===== src/dshot4_pkg.sv =====
`timescale 1ns / 1ps
// ----------------------------------------------------------------------------
// dshot4_pkg
// Shared widths, register indexes, reset values and types of the four channel
// DShot transmitter.
// ----------------------------------------------------------------------------
package dshot4_pkg;

    // channel and frame geometry
    localparam int CHANNELS       = 4;
    localparam int FRAME_BITS     = 16;
    localparam int MOTOR_WIDTH    = 2;
    localparam int THROTTLE_WIDTH = 11;
    localparam int NIBBLE_WIDTH   = 4;
    localparam int BIT_IDX_WIDTH  = $clog2(FRAME_BITS) + 1;

    // timer width default for the top level parameter
    localparam int TIMER_WIDTH_DEF = 16;

    // configuration port
    localparam int CFG_WIDTH     = 16;
    localparam int CFG_IDX_WIDTH = 2;

    localparam logic [CFG_IDX_WIDTH-1:0] REG_BIT_PERIOD      = 2'd0;
    localparam logic [CFG_IDX_WIDTH-1:0] REG_ZERO_HIGH_TICKS = 2'd1;
    localparam logic [CFG_IDX_WIDTH-1:0] REG_ONE_HIGH_TICKS  = 2'd2;

    localparam logic [CFG_WIDTH-1:0] BIT_PERIOD_RST      = 16'd119;
    localparam logic [CFG_WIDTH-1:0] ZERO_HIGH_TICKS_RST = 16'd35;
    localparam logic [CFG_WIDTH-1:0] ONE_HIGH_TICKS_RST  = 16'd71;

    // item action codes
    localparam logic ACT_LOAD = 1'b0;
    localparam logic ACT_TICK = 1'b1;

    // the last motor channel starts a frame when loaded while no frame is sending
    localparam logic [MOTOR_WIDTH-1:0] LAST_MOTOR = MOTOR_WIDTH'(CHANNELS - 1);

    typedef logic [FRAME_BITS-1:0] frame_t;
    typedef logic [CHANNELS-1:0]   lines_t;

    // timing registers as written
    typedef struct packed {
        logic [CFG_WIDTH-1:0] bit_period;
        logic [CFG_WIDTH-1:0] zero_high_ticks;
        logic [CFG_WIDTH-1:0] one_high_ticks;
    } timing_cfg_t;

endpackage


===== src/dshot4_in_if.sv =====
`timescale 1ns / 1ps
// ----------------------------------------------------------------------------
// dshot4_in_if
// Input item channel: a motor load or one timer tick.
// ----------------------------------------------------------------------------
interface dshot4_in_if;
    import dshot4_pkg::*;

    logic                      valid;
    logic                      ready;
    logic                      action;
    logic [MOTOR_WIDTH-1:0]    motor;
    logic [THROTTLE_WIDTH-1:0] throttle;
    logic                      telemetry;

    modport source (output valid, output action, output motor, output throttle,
                    output telemetry, input ready);
    modport sink   (input valid, input action, input motor, input throttle,
                    input telemetry, output ready);
endinterface


===== src/dshot4_out_if.sv =====
`timescale 1ns / 1ps
// ----------------------------------------------------------------------------
// dshot4_out_if
// Result item channel: line levels and status after each input item.
// ----------------------------------------------------------------------------
interface dshot4_out_if;
    import dshot4_pkg::*;

    logic         valid;
    logic         ready;
    logic [3:0]   pin_levels;
    logic         busy_res;
    logic         dropped;

    modport source (output valid, output pin_levels, output busy_res,
                    output dropped, input ready);
    modport sink   (input valid, input pin_levels, input busy_res,
                    input dropped, output ready);
endinterface


===== src/dshot4_pack.sv =====
`timescale 1ns / 1ps
// ----------------------------------------------------------------------------
// dshot4_pack
// Packs throttle and telemetry bit into a 16-bit DShot frame with checksum.
// ----------------------------------------------------------------------------
module dshot4_pack
(
    input  logic [dshot4_pkg::THROTTLE_WIDTH-1:0] throttle,
    input  logic                                  telemetry,
    output dshot4_pkg::frame_t                    frame
);
    import dshot4_pkg::*;

    logic [THROTTLE_WIDTH:0] word;
    logic [NIBBLE_WIDTH-1:0] csum;

    // 12-bit word, then xor of its three nibbles
    assign word = {throttle, telemetry};
    assign csum = word[3:0] ^ word[7:4] ^ word[11:8];
    assign frame = {word, csum};

endmodule


===== src/dshot4_core.sv =====
`timescale 1ns / 1ps
// ----------------------------------------------------------------------------
// dshot4_core
// Frame store, bit timer and line state; one item handled per cycle unless the
// output register stalls, with the result held in that output register.
// ----------------------------------------------------------------------------
module dshot4_core
#(
    parameter int TIMER_WIDTH = dshot4_pkg::TIMER_WIDTH_DEF
)
(
    input  logic                                  clk,
    input  logic                                  rst_n,
    input  dshot4_pkg::timing_cfg_t               cfg,
    input  logic                                  item_valid,
    output logic                                  item_ready,
    input  logic                                  action,
    input  logic [dshot4_pkg::MOTOR_WIDTH-1:0]    motor,
    input  dshot4_pkg::frame_t                    frame,
    output logic                                  res_valid,
    input  logic                                  res_ready,
    output logic [3:0]                            pin_levels,
    output logic                                  busy_res,
    output logic                                  dropped
);
    import dshot4_pkg::*;

    frame_t                   pending_reg [CHANNELS];
    frame_t                   pending_next [CHANNELS];
    frame_t                   shift_reg [CHANNELS];
    frame_t                   shift_next [CHANNELS];
    logic [BIT_IDX_WIDTH-1:0] bit_idx_reg;
    logic [BIT_IDX_WIDTH-1:0] bit_idx_next;
    logic [BIT_IDX_WIDTH-1:0] bit_idx_inc;
    logic [TIMER_WIDTH-1:0]   tick_reg;
    logic [TIMER_WIDTH-1:0]   tick_next;
    logic [TIMER_WIDTH-1:0]   tick_wrap;
    logic                     sending_reg;
    logic                     sending_next;
    lines_t                   lines_reg;
    lines_t                   lines_next;
    logic                     dropped_next;

    logic                     out_valid_reg;
    logic [3:0]               pin_levels_reg;
    logic                     busy_reg;
    logic                     dropped_reg;

    logic [TIMER_WIDTH-1:0]   per;
    logic [TIMER_WIDTH-1:0]   zero_cmp;
    logic [TIMER_WIDTH-1:0]   one_cmp;
    logic                     accept;

    // timing registers taken modulo the timer width
    assign per      = TIMER_WIDTH'(cfg.bit_period);
    assign zero_cmp = TIMER_WIDTH'(cfg.zero_high_ticks);
    assign one_cmp  = TIMER_WIDTH'(cfg.one_high_ticks);

    // take an item whenever the output register is free or being emptied
    assign item_ready = !out_valid_reg || res_ready;
    assign accept     = item_valid && item_ready;

    assign tick_wrap   = (tick_reg >= per) ? '0 : tick_reg + 1'b1;
    assign bit_idx_inc = bit_idx_reg + 1'b1;

    // next state for one item
    always_comb
    begin
        pending_next = pending_reg;
        shift_next   = shift_reg;
        bit_idx_next = bit_idx_reg;
        tick_next    = tick_reg;
        sending_next = sending_reg;
        lines_next   = lines_reg;
        dropped_next = 1'b0;

        unique case (action)
            ACT_LOAD:
            begin
                pending_next[motor] = frame;
                if (motor == LAST_MOTOR)
                begin
                    if (sending_reg)
                    begin
                        dropped_next = 1'b1;
                    end
                    else
                    begin
                        shift_next   = pending_next;
                        bit_idx_next = '0;
                        tick_next    = per;
                        sending_next = 1'b1;
                    end
                end
            end
            ACT_TICK:
            begin
                if (sending_reg)
                begin
                    tick_next = tick_wrap;
                    // period start: all lines high
                    if (tick_wrap == '0)
                    begin
                        lines_next = '1;
                    end
                    // zero compare: lines sending a zero go low
                    if (tick_wrap == zero_cmp)
                    begin
                        for (int i = 0; i < CHANNELS; i++)
                        begin
                            if (!shift_reg[i][FRAME_BITS-1])
                            begin
                                lines_next[i] = 1'b0;
                            end
                        end
                    end
                    // one compare: all low, next bit
                    if (tick_wrap == one_cmp)
                    begin
                        lines_next = '0;
                        for (int i = 0; i < CHANNELS; i++)
                        begin
                            shift_next[i] = {shift_reg[i][FRAME_BITS-2:0], 1'b0};
                        end
                        if (bit_idx_inc >= BIT_IDX_WIDTH'(FRAME_BITS))
                        begin
                            bit_idx_next = '0;
                            sending_next = 1'b0;
                        end
                        else
                        begin
                            bit_idx_next = bit_idx_inc;
                        end
                    end
                end
            end
            default:
            begin
                dropped_next = 1'b0;
            end
        endcase
    end

    // state registers
    always_ff @(posedge clk or negedge rst_n)
    begin
        if (!rst_n)
        begin
            for (int i = 0; i < CHANNELS; i++)
            begin
                pending_reg[i] <= '0;
                shift_reg[i]   <= '0;
            end
            bit_idx_reg <= '0;
            tick_reg    <= '0;
            sending_reg <= 1'b0;
            lines_reg   <= '0;
        end
        else if (accept)
        begin
            pending_reg <= pending_next;
            shift_reg   <= shift_next;
            bit_idx_reg <= bit_idx_next;
            tick_reg    <= tick_next;
            sending_reg <= sending_next;
            lines_reg   <= lines_next;
        end
    end

    // result valid flag
    always_ff @(posedge clk or negedge rst_n)
    begin
        if (!rst_n)
        begin
            out_valid_reg <= 1'b0;
        end
        else if (item_ready)
        begin
            out_valid_reg <= item_valid;
        end
    end

    // result payload
    always_ff @(posedge clk)
    begin
        if (accept)
        begin
            pin_levels_reg <= 4'(lines_next);
            busy_reg       <= sending_next;
            dropped_reg    <= dropped_next;
        end
    end

    assign res_valid  = out_valid_reg;
    assign pin_levels = pin_levels_reg;
    assign busy_res   = busy_reg;
    assign dropped    = dropped_reg;

endmodule


===== src/dshot_four_channel_transmitter_top.sv =====
`timescale 1ns / 1ps
// ----------------------------------------------------------------------------
// dshot_four_channel_transmitter_top
// Four channel DShot transmitter: motor loads pack frames, timer tick items
// drive all four lines at once, MSB first.
//
//   channel   direction   carries
//   in_ch     sink        action, motor, throttle, telemetry
//   out_ch    source      pin_levels, busy_res, dropped
//   cfg_*     write       bit_period, zero_high_ticks, one_high_ticks
//
// One item per cycle unless the result register stalls; its result appears
// in the output register in the cycle after acceptance, set by the single
// state update and result register. Reset clears all frames, the timer and
// the lines; timing registers return to 119, 35 and 71.
// A stalled result register holds in_ch.ready low until the result is taken.
// ----------------------------------------------------------------------------
module dshot_four_channel_transmitter_top
#(
    parameter int TIMER_WIDTH = dshot4_pkg::TIMER_WIDTH_DEF
)
(
    input  logic                                 clk,
    input  logic                                 rst_n,
    input  logic                                 cfg_we,
    input  logic [dshot4_pkg::CFG_IDX_WIDTH-1:0] cfg_index,
    input  logic [dshot4_pkg::CFG_WIDTH-1:0]     cfg_wdata,
    dshot4_in_if.sink                            in_ch,
    dshot4_out_if.source                         out_ch
);
    import dshot4_pkg::*;

    timing_cfg_t cfg_reg;
    frame_t      frame;

    // timing registers
    always_ff @(posedge clk or negedge rst_n)
    begin
        if (!rst_n)
        begin
            cfg_reg.bit_period      <= BIT_PERIOD_RST;
            cfg_reg.zero_high_ticks <= ZERO_HIGH_TICKS_RST;
            cfg_reg.one_high_ticks  <= ONE_HIGH_TICKS_RST;
        end
        else if (cfg_we)
        begin
            unique case (cfg_index)
                REG_BIT_PERIOD:      cfg_reg.bit_period      <= cfg_wdata;
                REG_ZERO_HIGH_TICKS: cfg_reg.zero_high_ticks <= cfg_wdata;
                REG_ONE_HIGH_TICKS:  cfg_reg.one_high_ticks  <= cfg_wdata;
                default:             cfg_reg                 <= cfg_reg;
            endcase
        end
    end

    // frame packing for motor loads
    dshot4_pack u_pack
    (
        .throttle  (in_ch.throttle),
        .telemetry (in_ch.telemetry),
        .frame     (frame)
    );

    // frame store, timer and lines
    dshot4_core
    #(
        .TIMER_WIDTH (TIMER_WIDTH)
    )
    u_core
    (
        .clk        (clk),
        .rst_n      (rst_n),
        .cfg        (cfg_reg),
        .item_valid (in_ch.valid),
        .item_ready (in_ch.ready),
        .action     (in_ch.action),
        .motor      (in_ch.motor),
        .frame      (frame),
        .res_valid  (out_ch.valid),
        .res_ready  (out_ch.ready),
        .pin_levels (out_ch.pin_levels),
        .busy_res   (out_ch.busy_res),
        .dropped    (out_ch.dropped)
    );

endmodule

===== src/flat_wrapper.sv =====
// flat-port wrapper written by rule: the top's interface ports become plain ports
module dshot_four_channel_transmitter_top_flat import dshot4_pkg::*;
#(
    parameter int TIMER_WIDTH = dshot4_pkg::TIMER_WIDTH_DEF
)
  (clk, rst_n, cfg_we, cfg_index, cfg_wdata, in_ch_valid, in_ch_action, in_ch_motor, in_ch_throttle, in_ch_telemetry, in_ch_ready, out_ch_valid, out_ch_pin_levels, out_ch_busy_res, out_ch_dropped, out_ch_ready);
  dshot4_in_if in_ch_i ();
  dshot4_out_if out_ch_i ();
  input  logic clk;
  input  logic rst_n;
  input  logic cfg_we;
  input  logic [dshot4_pkg::CFG_IDX_WIDTH-1:0] cfg_index;
  input  logic [dshot4_pkg::CFG_WIDTH-1:0] cfg_wdata;
  input wire logic [$bits(in_ch_i.valid)-1:0] in_ch_valid;
  input wire logic [$bits(in_ch_i.action)-1:0] in_ch_action;
  input wire logic [$bits(in_ch_i.motor)-1:0] in_ch_motor;
  input wire logic [$bits(in_ch_i.throttle)-1:0] in_ch_throttle;
  input wire logic [$bits(in_ch_i.telemetry)-1:0] in_ch_telemetry;
  output wire logic [$bits(in_ch_i.ready)-1:0] in_ch_ready;
  output wire logic [$bits(out_ch_i.valid)-1:0] out_ch_valid;
  output wire logic [$bits(out_ch_i.pin_levels)-1:0] out_ch_pin_levels;
  output wire logic [$bits(out_ch_i.busy_res)-1:0] out_ch_busy_res;
  output wire logic [$bits(out_ch_i.dropped)-1:0] out_ch_dropped;
  input wire logic [$bits(out_ch_i.ready)-1:0] out_ch_ready;
  assign in_ch_i.valid = in_ch_valid;
  assign in_ch_i.action = in_ch_action;
  assign in_ch_i.motor = in_ch_motor;
  assign in_ch_i.throttle = in_ch_throttle;
  assign in_ch_i.telemetry = in_ch_telemetry;
  assign in_ch_ready = in_ch_i.ready;
  assign out_ch_valid = out_ch_i.valid;
  assign out_ch_pin_levels = out_ch_i.pin_levels;
  assign out_ch_busy_res = out_ch_i.busy_res;
  assign out_ch_dropped = out_ch_i.dropped;
  assign out_ch_i.ready = out_ch_ready;
  dshot_four_channel_transmitter_top #(.TIMER_WIDTH(TIMER_WIDTH)) u_core (.clk(clk), .rst_n(rst_n), .cfg_we(cfg_we), .cfg_index(cfg_index), .cfg_wdata(cfg_wdata), .in_ch(in_ch_i), .out_ch(out_ch_i));
endmodule

===== config.mk =====
export PLATFORM = sky130hd
export DESIGN_NAME = dshot_four_channel_transmitter_top_flat
export DESIGN_NICKNAME = d
export VERILOG_FILES = /design/src/dshot4_pkg.sv /design/src/dshot4_in_if.sv /design/src/dshot4_out_if.sv /design/src/dshot4_pack.sv /design/src/dshot4_core.sv /design/src/dshot_four_channel_transmitter_top.sv /design/src/flat_wrapper.sv
export SDC_FILE = /design/constraint.sdc
export NUM_CORES = 1
export LEC_CHECK = 0
export BUFFER_PORTS_ARGS = -buffer_cell sky130_fd_sc_hd__buf_2
export CAP_MARGIN = 20
export CELL_PAD_IN_SITES_DETAIL_PLACEMENT = 0
export CELL_PAD_IN_SITES_GLOBAL_PLACEMENT = 1
export CORE_MARGIN = 2
export CORE_UTILIZATION = 30
export CTS_BUF_LIST = sky130_fd_sc_hd__clkbuf_4 sky130_fd_sc_hd__clkbuf_8
export DETAILED_ROUTE_END_ITERATION = 16
export GPL_ROUTABILITY_DRIVEN = 0
export MAX_ROUTING_LAYER = met4
export PLACE_DENSITY = 0.54
export SLEW_MARGIN = 20
export SYNTH_ARGS = -nofsm -noshare
export SYNTH_HDL_FRONTEND = slang
export SYNTH_HIERARCHICAL = 1
export SYNTH_SLANG_ARGS = --single-unit

===== constraint.sdc =====
create_clock -name clk -period 3.5 [get_ports clk]
set_clock_uncertainty 0.05 [all_clocks]
set_input_delay 0.175 -clock clk [delete_from_list [all_inputs] [get_ports clk]]
set_output_delay 0.175 -clock clk [all_outputs]
set_load 0.005 [all_outputs]

==> reports/metrics.csv <==
stage,metric,value,unit
worst_setup_path,cp-start-kind,flip-flop,
worst_setup_path,path_class,reg2reg,
grt,grt_pass1_vias,8470,
drt,dr_wl_met3,953,um
timing,rsz0062_at_grt,yes,
drt,drt_iter0_markers,285,
placement,placed_cells,1566,
floorplan,ios,46,
worst_setup_path,worstReg2RegStart,u_core/u_core/tick_reg[13]$_DFFE_PN0P_,
grt,grt_antenna_before_repair,2,
worst_setup_path,path_max_fanout,8,
drt,drt_wl_total,31600,um
synthesis,ys_seq_elements,208,
timing,worst_pin_slew,665,ps
synthesis,syn_inst,1012,
timing,period_needed,3460,ps
synthesis,avgSynthCellArea,11.2,sq um
synthesis,yosys_warnings,6,
grt,grt_pass1_wl,49200,um
finish,instances_no_fill,1681,
drt,wl_met2,15700,um
status,run_status,finished clean,
finish,post-route-util,0.369,
timing,maxSlewHeadroom,0.557,
hold_path,min_from,in_ch_throttle[1],
grt,grt_max_degree,124,
timing,hold_violations,0,
hold_path,holdPathStages,2,
synthesis,synth_edf_count,6,
finish,nets,1195,
floorplan,die_w,199,um
clock_tree,clk_latency,560,ps
worst_setup_path,worstRegToRegCells,12,
floorplan,chipHeight,199,um
power,vdd_drop_max,0.250,mV
drt,viasPerCell,4.90,
worst_setup_path,cp-startpoint,u_core/u_core/tick_reg[13]$_DFFE_PN0P_,
floorplan,start_util,0.304,
run,drv_cap,0,
timing,setup_viol,0,
worst_setup_path,worst-r2r-setup-slack,40,ps
finish,layout-drive-gt1-share,0.365,
finish,syn2layout_area_growth,21.5,%
clock_tree,cts-root-buf,clkbuf_8,
grt,overflow,0,
clock_tree,h-tree-depth,2,
clock_tree,clock_sinks,208,
synthesis,ys.flop_type,dfrtp_1,
synthesis,ys_types,77,
finish,largest_reg_flops,64,
worst_setup_path,endpoint_kind,flip-flop,
synthesis,syn-num-nets,1068,
drt,drt_pre_antenna_iters,4,
hold_path,hold_end,u_core/u_core/pending_reg[54]$_DFFE_PN0P_,
drt,dr_total_vias,8236,
timing,slew_viol_final,0,
drt,ant_nets,0,
timing,setup_slack,44.4,ps
worst_setup_path,worstPathRequired,3870,ps
clock_tree,cts_buffer_depth,3,
worst_setup_path,r2r-end,u_core/u_core/shift_reg[1]$_DFFE_PN0P_,
timing,post-route-period-util,0.987,
power,p_per_area,632,mW/mm^2
worst_setup_path,crit_arrival,3820,ps
placement,pre_cts_ws,-147,ps
placement,hpwl,20800,um
synthesis,synthArstFlopShare,0.971,
power,power,0.00875,W
power,p_leak,6.29,nW
floorplan,die_area,0.0395,sq mm
grt,grtUsageTotal,0.167,
clock_tree,cts_buffers,39,
drt,route.detailed.drc,0,
floorplan,core,0.0375,sq mm
synthesis,syn-cell-area,0.0114,sq mm
hold_path,min_path_type,in2reg,
drt,post_drt_wl_per_cell,18.8,um
synthesis,synth-seq-area-share,0.461,
drt,wl_met1,14300,um
placement,io_buffers,45,
clock_tree,cts_tree,done,
timing,fmax,289,MHz
floorplan,row_count,71,
drt,top_layer,met4,
clock_tree,clk_pin_slew,60,ps
==> cells in the final DEF, fill, tap and decap left out, drive strengths merged, types with 14 or more instances in the layout <==
cell and instances:
nor2 49, a21oi 23, nor4 14, inv 26, ha 18, mux2 175, nor3 18, mux2i 67
nand3 17, dlygate4sd3 33, buf 117, dfrtp 189, o21ai 82, clkbuf 66, nand2 91, xnor2 14
==> cells in the mapped netlist (5+ instances only) <==
cell / count / share of area
a211o_1: 5 / 0.0038
a21oi_1: 23 / 0.010
a22oi_1: 5 / 0.0033
a31oi_1: 6 / 0.0033
and2_1: 6 / 0.0033
and3_1: 7 / 0.0038
and4_1: 5 / 0.0038
buf_2: 6 / 0.0026
buf_4: 15 / 0.0099
buf_6: 6 / 0.0059
clkbuf_1: 35 / 0.012
dfrtp_1: 189 / 0.42
dfstp_2: 13 / 0.030
edfxtp_1: 6 / 0.016
ha_1: 18 / 0.020
inv_1: 25 / 0.0082
mux2_2: 152 / 0.15
mux2_4: 23 / 0.030
mux2i_1: 67 / 0.059
nand2_1: 91 / 0.030
nand2b_1: 5 / 0.0027
nand3_1: 17 / 0.0075
nand4_1: 8 / 0.0044
nor2_1: 48 / 0.016
nor3_1: 17 / 0.0075
nor4_1: 12 / 0.0066
o21ai_0: 81 / 0.036
o22ai_1: 5 / 0.0027
o31ai_1: 5 / 0.0033
or3_1: 5 / 0.0027
xnor2_1: 14 / 0.011
xor2_1: 12 / 0.0092
==> stage by stage <==
step	hold slack (ps)	setup TNS, ps	area, sq um
after detailed placement	168	-850	12400
after CTS	29.5	0	13600
after floorplan	-171	0	11400
after global placement	172	-833	12400
after global routing	58.2	-211	13800
final	69.8	0	13800
==> report_power, final <==
group          internal (W)  switching [W]  total (W)  leakage, nW
logic               0.00145        0.00143    0.00288         3.29
registers           0.00301       0.000403    0.00341         2.57
clock network       0.00139        0.00106    0.00245        0.435
==> cell families after synthesis <==
family | Yosys count | share of synthesized area
adder cells (fa/ha/maj) | 18 | 0.0198
XOR/XNOR | 32 | 0.0323
AO/OA/AOI/OAI | 168 | 0.0917
buffers and inverters | 92 | 0.0408
multiplexers | 242 | 0.240
AND/OR/NAND/NOR | 252 | 0.115
flip-flops | 208 | 0.461
==> final cells by class <==
type,instances,area [sq um]
Fill cell,3809,23700
Clock buffer,64,768
Multi-Input combinational cell,712,5810
Timing Repair Buffer,152,1220
Inverter,26,97.6
Antenna cell,2,5.00
Sequential cell,208,5250
Tap cell,511,639
Clock inverter,6,38.8
==> per-layer routing <==
layer  track usage  vias up
met5             -        -
met2         0.281      110
met4        0.0475        0
met1         0.206     4135
li1              -     3943
met3        0.0302       48
==> repair_timing <==
item / in CTS / in global routing
cloned: 0 / 4
resized for setup: 2 / 29
hold endpoints to repair: 170 / 0
hold buffers: 33 / 0
setup endpoints to repair: 29 / 77
setup buffers: 1 / 5
pin swaps: 1 / 15
==> critical path, stage by stage, from the launching register on <==
cell and delay [ps]:
dfrtp_1 420, ha_4 260, a211o_1 250, o211ai_1 190, buf_4 200, nor2_2 40, a2111o_1 310, a2111o_1 460
nor3b_2 220, nand4b_2 170, and2_4 260, clkbuf_16 190, mux2_4 290
==> how the worst max path moves through the flow <==
| stage | cells after the start | slack, ps | end |
|---|---|---|---|
| after floorplan | 15 | 90 | u_core/u_core/shift_reg[1]$_DFFE_PN0P_ |
| after global placement | 12 | -120 | u_core/u_core/pin_levels[3]$_DFFE_PP_ |
| after detailed placement | 12 | -150 | u_core/u_core/pin_levels[3]$_DFFE_PP_ |
| after CTS | 13 | 10 | u_core/u_core/shift_reg[20]$_DFFE_PN0P_ |
| after global routing | 12 | -30 | u_core/u_core/shift_reg[1]$_DFFE_PN0P_ |
| final | 12 | 40 | u_core/u_core/shift_reg[1]$_DFFE_PN0P_ |
Note: power is estimated with default switching activity, not from simulation.
